<file path="src/rtl/core/e1d_pkg.sv">
// ----------------------------------------------------------------------------
// e1d_pkg
// shared types, widths and codes of the 1-d subpixel edge detector
// ----------------------------------------------------------------------------
package e1d_pkg;

    localparam int MAX_PROFILE_LENGTH = 4096;
    localparam int CNT_W              = $clog2(MAX_PROFILE_LENGTH + 1);

    localparam int SAMPLE_W = 16;
    localparam int GRAD_W   = 18;
    localparam int AMP_W    = 17;
    localparam int POS_W    = 20;
    localparam int FRAC_W   = 8;
    localparam int OFF_W    = 9;
    localparam int QBITS    = 9;
    localparam int QCNT_W   = $clog2(QBITS + 1);
    localparam int DHALF_W  = 18;
    localparam int DEN_W    = 19;
    localparam int REM_W    = 20;
    localparam int POL_W    = 2;

    // half a sample with 8 fraction bits
    localparam logic [OFF_W-1:0] OFF_LIMIT = OFF_W'(128);

    localparam int S_TDATA_W = 16;
    localparam int M_TDATA_W = 40;

    localparam int CFG_IDX_W  = 8;
    localparam int CFG_DATA_W = 17;
    localparam logic [CFG_IDX_W-1:0] CFG_MIN_AMPLITUDE = CFG_IDX_W'(0);
    localparam logic [CFG_IDX_W-1:0] CFG_POLARITY_MODE = CFG_IDX_W'(1);

    localparam logic [POL_W-1:0] POL_ANY  = 2'd0;
    localparam logic [POL_W-1:0] POL_RISE = 2'd1;
    localparam logic [POL_W-1:0] POL_FALL = 2'd2;

    typedef enum logic [1:0] {
        WIN_HOLD   = 2'd0,
        WIN_SAMPLE = 2'd1,
        WIN_END    = 2'd2,
        WIN_CLEAR  = 2'd3
    } win_op_t;

    typedef struct packed {
        logic signed [GRAD_W-1:0] g0;
        logic signed [GRAD_W-1:0] g1;
        logic signed [GRAD_W-1:0] g2;
        logic [CNT_W-1:0]         count;
    } win_t;

    typedef struct packed {
        logic             edge_valid;
        logic [POS_W-1:0] position;
        logic [AMP_W-1:0] amplitude;
        logic             rising;
        logic             end_of_profile;
    } result_t;

    function automatic logic [AMP_W-1:0] grad_mag(input logic signed [GRAD_W-1:0] g);
        logic [GRAD_W-1:0] n;
        n = -g;
        return g[GRAD_W-1] ? n[AMP_W-1:0] : g[AMP_W-1:0];
    endfunction

endpackage

</file>
<file path="src/rtl/core/edge_1d_subpixel_detector_core.sv">
// ----------------------------------------------------------------------------
// edge_1d_subpixel_detector_core
// 1-d gradient edge detector with parabolic subpixel refinement
// ----------------------------------------------------------------------------
// usage:
//   s_ channel: one profile sample per item, tlast on the final sample
//   m_ channel: one item per edge (tuser = 1) or a bare end marker (tuser = 0);
//     tlast marks the last item caused by the final sample of a profile
//   cfg channel: always ready; index 0 min_amplitude, 1 polarity_mode,
//     other indexes ignored; write only while the block is idle
// timing:
//   an item without a peak check (first three samples) takes 1 cycle
//   an item with a peak check takes 2 cycles, plus 11 when it yields an edge
//     (9 steps of the one-bit-per-cycle offset divider, its hand-off, the emit)
//   a final sample runs up to two checks, so up to 26 cycles
//   the offset divider sets the rate; s_tready is high only in the idle state
// reset: aresetn low clears windows, count, registers and the output item
// stall: results sit in a one-item output register; a new sample is taken
//   while the last result still waits, and the next result waits for it
// ----------------------------------------------------------------------------
module edge_1d_subpixel_detector_core (
    input  logic                              aclk,
    input  logic                              aresetn,
    // input samples
    input  logic                              s_tvalid,
    output logic                              s_tready,
    input  logic [e1d_pkg::S_TDATA_W-1:0]     s_tdata,   // [15:0] sample
    input  logic                              s_tlast,   // last_sample
    // edge results
    output logic                              m_tvalid,
    input  logic                              m_tready,
    output logic [e1d_pkg::M_TDATA_W-1:0]     m_tdata,   // [19:0] position,
                                                         // [36:20] amplitude,
                                                         // [37] rising, zero above
    output logic                              m_tuser,   // edge_valid
    output logic                              m_tlast,   // end_of_profile
    // register writes
    input  logic                              cfg_valid,
    output logic                              cfg_ready,
    input  logic [e1d_pkg::CFG_IDX_W-1:0]     cfg_index,
    input  logic [e1d_pkg::CFG_DATA_W-1:0]    cfg_data
);

    typedef enum logic [6:0] {
        ST_IDLE = 7'b0000001,
        ST_CHK1 = 7'b0000010,
        ST_DIV1 = 7'b0000100,
        ST_FIN  = 7'b0001000,
        ST_CHK2 = 7'b0010000,
        ST_DIV2 = 7'b0100000,
        ST_EMIT = 7'b1000000
    } state_t;

    state_t                          state_reg, state_next;
    logic [e1d_pkg::AMP_W-1:0]       min_amp_reg, min_amp_next;
    logic [e1d_pkg::POL_W-1:0]       pol_reg, pol_next;
    logic                            last_reg, last_next;
    logic [e1d_pkg::CNT_W-1:0]       idx_reg, idx_next;
    logic [e1d_pkg::AMP_W-1:0]       amp_reg, amp_next;
    logic                            rise_reg, rise_next;
    e1d_pkg::result_t                pend_reg, pend_next;
    logic                            pend_vld_reg, pend_vld_next;
    e1d_pkg::result_t                e2_reg, e2_next;
    logic                            e2_vld_reg, e2_vld_next;
    e1d_pkg::result_t                out_reg, out_next;
    logic                            out_vld_reg, out_vld_next;

    e1d_pkg::win_op_t                win_op;
    e1d_pkg::win_t                   win;
    logic                            div_start;
    logic                            div_done;
    logic signed [e1d_pkg::OFF_W-1:0] div_off;

    logic [e1d_pkg::AMP_W-1:0]       mag_a, mag_b, mag_c;
    logic                            g_rise;
    logic                            pol_ok;
    logic                            hit;
    logic                            s_acc;
    logic                            full;
    logic                            out_free;
    logic [e1d_pkg::POS_W-1:0]       pos_base;
    logic [e1d_pkg::POS_W-1:0]       off_ext;
    e1d_pkg::result_t                edge_res;
    e1d_pkg::result_t                marker;

    e1d_win u_win (
        .aclk    (aclk),
        .aresetn (aresetn),
        .op      (win_op),
        .sample  (s_tdata[e1d_pkg::SAMPLE_W-1:0]),
        .win     (win)
    );

    // shared offset divider, used for both peak checks of an item
    e1d_div u_div (
        .aclk    (aclk),
        .aresetn (aresetn),
        .start   (div_start),
        .a       (mag_a),
        .b       (mag_b),
        .c       (mag_c),
        .done    (div_done),
        .offset  (div_off)
    );

    // peak test on the middle gradient of the window
    always_comb begin
        mag_a  = e1d_pkg::grad_mag(win.g0);
        mag_b  = e1d_pkg::grad_mag(win.g1);
        mag_c  = e1d_pkg::grad_mag(win.g2);
        g_rise = (win.g1 > 0);
        unique case (pol_reg)
            e1d_pkg::POL_RISE: pol_ok = g_rise;
            e1d_pkg::POL_FALL: pol_ok = !g_rise;
            default:           pol_ok = 1'b1;   // any edge, unused code too
        endcase
        hit = (mag_b >= min_amp_reg) && (mag_b >= mag_a) && (mag_b > mag_c) && pol_ok;
    end

    // edge item from the captured peak and the divider offset
    always_comb begin
        pos_base = e1d_pkg::POS_W'({idx_reg, {e1d_pkg::FRAC_W{1'b0}}});
        off_ext  = {{(e1d_pkg::POS_W - e1d_pkg::OFF_W){div_off[e1d_pkg::OFF_W-1]}}, div_off};
        edge_res.edge_valid     = 1'b1;
        edge_res.position       = pos_base + off_ext;
        edge_res.amplitude      = amp_reg;
        edge_res.rising         = rise_reg;
        edge_res.end_of_profile = 1'b0;
        marker                  = '0;
        marker.end_of_profile   = 1'b1;
    end

    assign s_tready = (state_reg == ST_IDLE);
    assign s_acc    = s_tvalid && s_tready;
    assign full     = (win.count >= e1d_pkg::CNT_W'(e1d_pkg::MAX_PROFILE_LENGTH));
    assign out_free = !out_vld_reg || m_tready;

    always_comb begin
        state_next    = state_reg;
        min_amp_next  = min_amp_reg;
        pol_next      = pol_reg;
        last_next     = last_reg;
        idx_next      = idx_reg;
        amp_next      = amp_reg;
        rise_next     = rise_reg;
        pend_next     = pend_reg;
        pend_vld_next = pend_vld_reg;
        e2_next       = e2_reg;
        e2_vld_next   = e2_vld_reg;
        out_next      = out_reg;
        out_vld_next  = out_vld_reg && !m_tready;
        win_op        = e1d_pkg::WIN_HOLD;
        div_start     = 1'b0;

        // register writes
        if (cfg_valid) begin
            if (cfg_index == e1d_pkg::CFG_MIN_AMPLITUDE) begin
                min_amp_next = cfg_data[e1d_pkg::AMP_W-1:0];
            end else if (cfg_index == e1d_pkg::CFG_POLARITY_MODE) begin
                pol_next = cfg_data[e1d_pkg::POL_W-1:0];
            end
        end

        unique case (state_reg)
            ST_IDLE: begin
                if (s_acc) begin
                    last_next = s_tlast;
                    if (!full) begin
                        win_op = e1d_pkg::WIN_SAMPLE;
                    end
                    // peak check needs three samples before this one
                    if (!full && win.count >= e1d_pkg::CNT_W'(3)) begin
                        state_next = ST_CHK1;
                    end else if (s_tlast) begin
                        state_next = ST_FIN;
                    end
                end
            end
            ST_CHK1: begin
                if (hit) begin
                    div_start  = 1'b1;
                    idx_next   = win.count - e1d_pkg::CNT_W'(3);
                    amp_next   = mag_b;
                    rise_next  = g_rise;
                    state_next = ST_DIV1;
                end else begin
                    state_next = last_reg ? ST_FIN : ST_IDLE;
                end
            end
            ST_DIV1: begin
                if (div_done) begin
                    pend_next     = edge_res;
                    pend_vld_next = 1'b1;
                    state_next    = last_reg ? ST_FIN : ST_EMIT;
                end
            end
            ST_FIN: begin
                if (win.count >= e1d_pkg::CNT_W'(3)) begin
                    win_op     = e1d_pkg::WIN_END;
                    state_next = ST_CHK2;
                end else begin
                    // short profile: nothing to check
                    win_op = e1d_pkg::WIN_CLEAR;
                    if (!pend_vld_reg) begin
                        e2_next     = marker;
                        e2_vld_next = 1'b1;
                    end
                    state_next = ST_EMIT;
                end
            end
            ST_CHK2: begin
                if (hit) begin
                    div_start  = 1'b1;
                    idx_next   = win.count - e1d_pkg::CNT_W'(2);
                    amp_next   = mag_b;
                    rise_next  = g_rise;
                    state_next = ST_DIV2;
                end else begin
                    win_op = e1d_pkg::WIN_CLEAR;
                    if (!pend_vld_reg) begin
                        e2_next     = marker;
                        e2_vld_next = 1'b1;
                    end
                    state_next = ST_EMIT;
                end
            end
            ST_DIV2: begin
                if (div_done) begin
                    e2_next                = edge_res;
                    e2_next.end_of_profile = 1'b1;
                    e2_vld_next            = 1'b1;
                    win_op                 = e1d_pkg::WIN_CLEAR;
                    state_next             = ST_EMIT;
                end
            end
            ST_EMIT: begin
                if (out_free) begin
                    if (pend_vld_reg) begin
                        out_next                = pend_reg;
                        out_next.end_of_profile = last_reg && !e2_vld_reg;
                        out_vld_next            = 1'b1;
                        pend_vld_next           = 1'b0;
                        state_next              = e2_vld_reg ? ST_EMIT : ST_IDLE;
                    end else if (e2_vld_reg) begin
                        out_next     = e2_reg;
                        out_vld_next = 1'b1;
                        e2_vld_next  = 1'b0;
                        state_next   = ST_IDLE;
                    end else begin
                        state_next = ST_IDLE;
                    end
                end
            end
            default: begin
                state_next = ST_IDLE;
            end
        endcase
    end

    always_ff @(posedge aclk) begin
        if (!aresetn) begin
            state_reg    <= ST_IDLE;
            min_amp_reg  <= '0;
            pol_reg      <= e1d_pkg::POL_ANY;
            last_reg     <= 1'b0;
            pend_vld_reg <= 1'b0;
            e2_vld_reg   <= 1'b0;
            out_vld_reg  <= 1'b0;
        end else begin
            state_reg    <= state_next;
            min_amp_reg  <= min_amp_next;
            pol_reg      <= pol_next;
            last_reg     <= last_next;
            pend_vld_reg <= pend_vld_next;
            e2_vld_reg   <= e2_vld_next;
            out_vld_reg  <= out_vld_next;
        end
    end

    always_ff @(posedge aclk) begin
        idx_reg  <= idx_next;
        amp_reg  <= amp_next;
        rise_reg <= rise_next;
        pend_reg <= pend_next;
        e2_reg   <= e2_next;
        out_reg  <= out_next;
    end

    assign cfg_ready = 1'b1;
    assign m_tvalid  = out_vld_reg;
    assign m_tuser   = out_reg.edge_valid;
    assign m_tlast   = out_reg.end_of_profile;
    assign m_tdata   = e1d_pkg::M_TDATA_W'({out_reg.rising, out_reg.amplitude,
                                            out_reg.position});

    // no result may be left over when a new sample is taken
    a_idle_drained: assert property (@(posedge aclk) disable iff (!aresetn)
        s_tready |-> (!pend_vld_reg && !e2_vld_reg))
        else $error("pending result while ready for a sample");

    // the divider only finishes while the sequencer waits for it
    a_div_done_state: assert property (@(posedge aclk) disable iff (!aresetn)
        div_done |-> (state_reg == ST_DIV1 || state_reg == ST_DIV2))
        else $error("divider result outside a divide state");

    // a bare marker always closes a profile
    a_marker_last: assert property (@(posedge aclk) disable iff (!aresetn)
        (m_tvalid && !m_tuser) |-> m_tlast)
        else $error("bare marker without end of profile");

    // sample count never passes the profile limit
    a_count_limit: assert property (@(posedge aclk) disable iff (!aresetn)
        win.count <= e1d_pkg::CNT_W'(e1d_pkg::MAX_PROFILE_LENGTH))
        else $error("sample count beyond profile limit");

    // the window is cleared once the final sample has been worked through
    a_clear_after_end: assert property (@(posedge aclk) disable iff (!aresetn)
        (state_reg == ST_EMIT && last_reg) |-> (win.count == '0))
        else $error("window not cleared at end of profile");

endmodule

</file>
<file path="src/rtl/core/e1d_win.sv">
// ----------------------------------------------------------------------------
// e1d_win
// sample and gradient windows with the profile sample counter
// ----------------------------------------------------------------------------
module e1d_win (
    input  logic                          aclk,
    input  logic                          aresetn,
    input  e1d_pkg::win_op_t              op,
    input  logic [e1d_pkg::SAMPLE_W-1:0]  sample,
    output e1d_pkg::win_t                 win
);

    logic [e1d_pkg::SAMPLE_W-1:0]      w0_reg, w0_next;
    logic [e1d_pkg::SAMPLE_W-1:0]      w1_reg, w1_next;
    logic signed [e1d_pkg::GRAD_W-1:0] g0_reg, g0_next;
    logic signed [e1d_pkg::GRAD_W-1:0] g1_reg, g1_next;
    logic signed [e1d_pkg::GRAD_W-1:0] g2_reg, g2_next;
    logic [e1d_pkg::CNT_W-1:0]         cnt_reg, cnt_next;

    logic [e1d_pkg::SAMPLE_W-1:0]      sub_x, sub_y;
    logic                              dbl;
    logic signed [e1d_pkg::SAMPLE_W:0] diff;
    logic signed [e1d_pkg::GRAD_W-1:0] grad;
    logic                              first;

    // one shared subtractor: central difference or doubled end difference
    always_comb begin
        first = (cnt_reg == e1d_pkg::CNT_W'(1));
        dbl   = (op == e1d_pkg::WIN_END) || first;
        sub_x = (op == e1d_pkg::WIN_END) ? w1_reg : sample;
        sub_y = (op == e1d_pkg::WIN_SAMPLE && first) ? w1_reg : w0_reg;
        diff  = $signed({1'b0, sub_x}) - $signed({1'b0, sub_y});
        grad  = dbl ? {diff, 1'b0} : {diff[e1d_pkg::SAMPLE_W], diff};
    end

    always_comb begin
        w0_next  = w0_reg;
        w1_next  = w1_reg;
        g0_next  = g0_reg;
        g1_next  = g1_reg;
        g2_next  = g2_reg;
        cnt_next = cnt_reg;
        unique case (op)
            e1d_pkg::WIN_SAMPLE: begin
                if (cnt_reg != '0) begin
                    g0_next = g1_reg;
                    g1_next = g2_reg;
                    g2_next = grad;
                end
                w0_next  = w1_reg;
                w1_next  = sample;
                cnt_next = cnt_reg + e1d_pkg::CNT_W'(1);
            end
            e1d_pkg::WIN_END: begin
                g0_next = g1_reg;
                g1_next = g2_reg;
                g2_next = grad;
            end
            e1d_pkg::WIN_CLEAR: begin
                w0_next  = '0;
                w1_next  = '0;
                g0_next  = '0;
                g1_next  = '0;
                g2_next  = '0;
                cnt_next = '0;
            end
            default: begin
            end
        endcase
    end

    always_ff @(posedge aclk) begin
        if (!aresetn) begin
            w0_reg  <= '0;
            w1_reg  <= '0;
            g0_reg  <= '0;
            g1_reg  <= '0;
            g2_reg  <= '0;
            cnt_reg <= '0;
        end else begin
            w0_reg  <= w0_next;
            w1_reg  <= w1_next;
            g0_reg  <= g0_next;
            g1_reg  <= g1_next;
            g2_reg  <= g2_next;
            cnt_reg <= cnt_next;
        end
    end

    assign win.g0    = g0_reg;
    assign win.g1    = g1_reg;
    assign win.g2    = g2_reg;
    assign win.count = cnt_reg;

endmodule

</file>
<file path="src/rtl/core/e1d_div.sv">
// ----------------------------------------------------------------------------
// e1d_div
// parabolic offset: restoring divider, one quotient bit per cycle
// ----------------------------------------------------------------------------
module e1d_div (
    input  logic                                aclk,
    input  logic                                aresetn,
    input  logic                                start,
    input  logic [e1d_pkg::AMP_W-1:0]           a,
    input  logic [e1d_pkg::AMP_W-1:0]           b,
    input  logic [e1d_pkg::AMP_W-1:0]           c,
    output logic                                done,
    output logic signed [e1d_pkg::OFF_W-1:0]    offset
);

    logic                              busy_reg, busy_next;
    logic                              done_reg, done_next;
    logic [e1d_pkg::QCNT_W-1:0]        cnt_reg, cnt_next;
    logic [e1d_pkg::REM_W-1:0]         rem_reg, rem_next;
    logic [e1d_pkg::DEN_W-1:0]         d_reg, d_next;
    logic [e1d_pkg::QBITS-1:0]         q_reg, q_next;
    logic                              sat_reg, sat_next;
    logic                              neg_reg, neg_next;

    logic [e1d_pkg::AMP_W-1:0]         nm;
    logic signed [e1d_pkg::DEN_W-1:0]  dh;
    logic [e1d_pkg::DEN_W-1:0]         dh_neg;
    logic [e1d_pkg::DHALF_W-1:0]       dh_mag;
    logic [e1d_pkg::DEN_W-1:0]         den;
    logic                              ge;
    logic [e1d_pkg::REM_W-1:0]         rr;
    logic [e1d_pkg::OFF_W-1:0]         qmag;

    always_comb begin
        // numerator a-c, half denominator a-2b+c
        nm     = (a >= c) ? (a - c) : (c - a);
        dh     = $signed({2'b00, a}) - $signed({1'b0, b, 1'b0}) + $signed({2'b00, c});
        dh_neg = -dh;
        dh_mag = dh[e1d_pkg::DEN_W-1] ? dh_neg[e1d_pkg::DHALF_W-1:0]
                                      : dh[e1d_pkg::DHALF_W-1:0];
        den    = {dh_mag, 1'b0};

        ge = (rem_reg >= {1'b0, d_reg});
        rr = ge ? (rem_reg - {1'b0, d_reg}) : rem_reg;

        busy_next = busy_reg;
        done_next = 1'b0;
        cnt_next  = cnt_reg;
        rem_next  = rem_reg;
        d_next    = d_reg;
        q_next    = q_reg;
        sat_next  = sat_reg;
        neg_next  = neg_reg;

        if (start) begin
            d_next   = den;
            neg_next = (a < c) ^ dh[e1d_pkg::DEN_W-1];
            q_next   = '0;
            sat_next = 1'b0;
            rem_next = e1d_pkg::REM_W'(nm);
            if (den == '0) begin
                done_next = 1'b1;
            end else if (e1d_pkg::REM_W'(nm) >= {den, 1'b0}) begin
                // quotient would not fit, clamp
                sat_next  = 1'b1;
                done_next = 1'b1;
            end else begin
                busy_next = 1'b1;
                cnt_next  = e1d_pkg::QCNT_W'(e1d_pkg::QBITS);
            end
        end else if (busy_reg) begin
            q_next   = {q_reg[e1d_pkg::QBITS-2:0], ge};
            rem_next = {rr[e1d_pkg::REM_W-2:0], 1'b0};
            cnt_next = cnt_reg - e1d_pkg::QCNT_W'(1);
            if (cnt_reg == e1d_pkg::QCNT_W'(1)) begin
                busy_next = 1'b0;
                done_next = 1'b1;
            end
        end
    end

    always_ff @(posedge aclk) begin
        if (!aresetn) begin
            busy_reg <= 1'b0;
            done_reg <= 1'b0;
            cnt_reg  <= '0;
        end else begin
            busy_reg <= busy_next;
            done_reg <= done_next;
            cnt_reg  <= cnt_next;
        end
    end

    always_ff @(posedge aclk) begin
        rem_reg <= rem_next;
        d_reg   <= d_next;
        q_reg   <= q_next;
        sat_reg <= sat_next;
        neg_reg <= neg_next;
    end

    always_comb begin
        qmag   = (sat_reg || (q_reg > e1d_pkg::OFF_LIMIT)) ? e1d_pkg::OFF_LIMIT : q_reg;
        offset = neg_reg ? -$signed(qmag) : $signed(qmag);
    end

    assign done = done_reg;

endmodule
</file>
<file path="config.mk">
export PLATFORM = sky130hd
export DESIGN_NAME = edge_1d_subpixel_detector_core
export DESIGN_NICKNAME = d
export VERILOG_FILES = /design/src/rtl/core/e1d_pkg.sv /design/src/rtl/core/edge_1d_subpixel_detector_core.sv /design/src/rtl/core/e1d_win.sv /design/src/rtl/core/e1d_div.sv
export SDC_FILE = /design/constraint.sdc
export NUM_CORES = 1
export LEC_CHECK = 0
export ABC_AREA = 1
export BUFFER_PORTS_ARGS = -buffer_cell sky130_fd_sc_hd__buf_2
export CORE_UTILIZATION = 61
export DETAILED_ROUTE_END_ITERATION = 8
export PLACE_DENSITY_LB_ADDON = 0.2
export SLEW_MARGIN = 20
export SYNTH_ARGS = -nofsm -noshare
export SYNTH_HDL_FRONTEND = slang
export SYNTH_HIERARCHICAL = 1
export SYNTH_SLANG_ARGS = --single-unit
</file>
<file path="constraint.sdc">
create_clock -name aclk -period 9.3 [get_ports aclk]
set_input_delay 1.86 -clock aclk [delete_from_list [all_inputs] [get_ports aclk]]
set_output_delay 1.86 -clock aclk [all_outputs]
set_load 0.005 [all_outputs]
</file>
==> impl_results.md <==
- P&R area growth vs syn: 9.07%
- Ports: 92
- Fin nets: 3,351
- Clk slew on worst S/H paths: 0.06 ns
- Finished Layout Cells: 3,607
- Rows: 70
- Worst Max-Slew Pin Slew: 1.14 ns
- Ant. Diodes: 0
- FF+latch count, synth: 332
- Slew HR: 0.231
- H-tree depth: 2
- Slew Limit Fails: 0
- Root Driver: clkbuf_16
- Average instance area after synthesis: 7.45 µm²
- DP Wirelength: 44,200 µm
- Global-route wire length before repair: 94,000 µm
- Core region area: 36,600 µm²
- Unrepaired setup endpoints after global routing: false
- Critical Path Source: u_win/g1_reg[0]$_SDFFE_PN0P_
- Critical path class: flop to flop
- Post-DRT Antenna Nets: 0
- PortBufs: 88
- Slowest-stage cell, CP: xnor2_1
- Final wirelength: 58,200 µm
- Commonest cells after routing, fill and taps aside: nand2_1 (844), inv_1 (477), a21oi_1 (219), nor2_1 (210), edfxtp_1 (185)
- Predominant post-synthesis flop cell: edfxtp_1
- CTS buffer count: 38
- Worst Setup End Kind: flop
- Chip height: 195 µm
- Vias in the first global route: 18,800
- DIE WIDTH: 195 µm
- Synth top area cells: edfxtp_1 (24%), nand2_1 (14%), dfxtp_1 (13%)
- CP startpoint kind: flop
- DRT Pass-1 Iters: 6
- Status: completed
- Routed length per instance: 16.1 µm
- Vias: 19,800
- Fin Hold WS: 0.449 ns
- CP max FO: 38
- Hold Path Origin: amp_reg[14]$_DFFE_PP_
- Initial antenna violation count: 0
- Max cap viols: 0
- GRT Resource Usage Total: 0.309
- R2R Setup Slk: 2.26 ns
- Tcrit/Tclk final: 0.757
- Max incr delay on CP: 0.86 ns
- Most common cell on crit path: nand2_1
- Fin. Hold Viols: 0
- Critical Path RT: 9.69 ns
- Fmax: 0.142 GHz
- Die Area: 38,000 µm²
- Fillers: 3,097
- Cells on worst reg2reg path: 36
- Vias/cell: 5.50
- DRC: 0
- Syn. warnings: 6
- Post-CTS Resized: 0
- Final setup skew: 0.0199 ns
- Commonest non-fill, non-tap cell in the layout: nand2_1
- Maximum number of pins on one net before global-route repair: 92
- Async S/R FF share, synth: 0
- Post-synth EDFFs: 185
- Clk buf depth: 3
- Final Instance Area: 24,800 µm²
- Seq/Total Area, Yosys: 0.374
- Critical Path AT: 7.43 ns
- Worst Hold Class: flop to flop
- DRT iter0 DRCs: 1,545
- Setup crit end: u_win/g2_reg[8]$_SDFFE_PN0P_
- Total global routing overflow: 0
- Final setup fails: 0
- Fraction of layout cells with a size suffix above 1: 0.0911
- Top cell type's share of synthesized area: 0.245
- Area of the mapped netlist: 22,700 µm²
- Postcts setup bufs: 0
- Max reg flops: 40
- Worst r2r src: u_win/g1_reg[0]$_SDFFE_PN0P_
- Hold_buf cts: 0
- Synth cell types: 64
- Final min period: 7.04 ns
- Synth area leader: edfxtp_1
- Placer Congestion: 0.966
- Clock Latency Late Sink: 0.56 ns
- Dpl cells: 3,541
- R2r endpoint: u_win/g2_reg[8]$_SDFFE_PN0P_
- Placement Cell Area: 23,500 µm²
- # clock sinks: 332
- Synthesized instance count: 3,045
- Sum of negative setup slack: 0 ns
- CTS tree: done
- Starting Density: 0.620
[Yosys cell counts, types with 7 or more instances]
master / number
inv_1: 478
nor4_1: 12
ha_1: 169
edfxtp_1: 185
o21bai_1: 11
nand3_2: 13
o21ai_0: 146
a21oi_1: 219
nor2_2: 13
buf_2: 13
o22ai_1: 8
buf_4: 11
xor2_1: 61
fa_1: 21
o211ai_1: 7
clkbuf_1: 42
nand2_2: 33
nand3_1: 147
dfxtp_1: 147
inv_2: 23
nand3b_1: 12
or2_2: 12
xnor2_1: 38
o21ai_1: 10
nor3_1: 28
nand2_1: 845
nor2_1: 213
a21oi_2: 15
nand4_1: 24
[cell families (layout without fill, tap and decap cells)]
logic type / Yosys count / after routing / share of synthesized area
flip-flops: 332 / 332 / 0.374
buffers and inverters: 578 / 671 / 0.0995
adder cells (fa/ha/maj): 190 / 190 / 0.112
other: 2 / 3 / 0.000331
XOR/XNOR: 99 / 99 / 0.0382
AND/OR/NAND/NOR: 1380 / 1380 / 0.262
multiplexers: 4 / 4 / 0.00176
AO/OA/AOI/OAI: 460 / 460 / 0.112
[through the flow]
step | utilization | setup WS (ns)
detailed placement | 0.642 | 2.40
global placement | 0.641 | 2.57
floorplan | - | 3.98
global route | 0.676 | 1.81
finish | 0.676 | 2.26
CTS | 0.676 | 2.37
[metal layers]
layer	vias up	wire (µm)	global-route usage
met1	9214	26600	0.422
met3	99	3690	0.0472
met5	-	0	0
li1	9930	-	-
met4	0	1780	0.110
met2	581	26000	0.497
[cell type report]
type                       count  area, µm²  area share
inverter                     504       1890      0.0764
tap                          468        586      0.0237
sequential                   332       8500       0.343
clock buffer                  56       1080      0.0437
multi-input combinational   2136      12000       0.484
timing repair buffer         102        591      0.0239
clock inverter                 9        140     0.00566
[worst min path at each step]
stage / to / slack (ns) / depth (start not counted)
floorplan: pend_reg[10]$_DFFE_PP_ / 0.43 / 0
global placement: pend_reg[1]$_DFFE_PP_ / 0.43 / 0
detailed placement: pend_reg[1]$_DFFE_PP_ / 0.44 / 0
CTS: pend_reg[1]$_DFFE_PP_ / 0.45 / 0
global route: pend_reg[16]$_DFFE_PP_ / 0.47 / 0
finish: pend_reg[16]$_DFFE_PP_ / 0.45 / 0
[worst max-delay path, delay by kind of cell, from the launching register on]
| kind | cells | cell delay (ns) |
|---|---|---|
| xor gates and xnor gates | 2 | 1.10 |
| adders and majority gates | 4 | 0.95 |
| buffers and inverters | 5 | 1.20 |
| DFF | 1 | 0.52 |
| and+or+nand+nor | 20 | 2.13 |
| AOI/OAI and AO/OA | 5 | 0.94 |
Power is not shown: default switching activity piles up to over one toggle a cycle in this logic, so the estimate is an artifact.
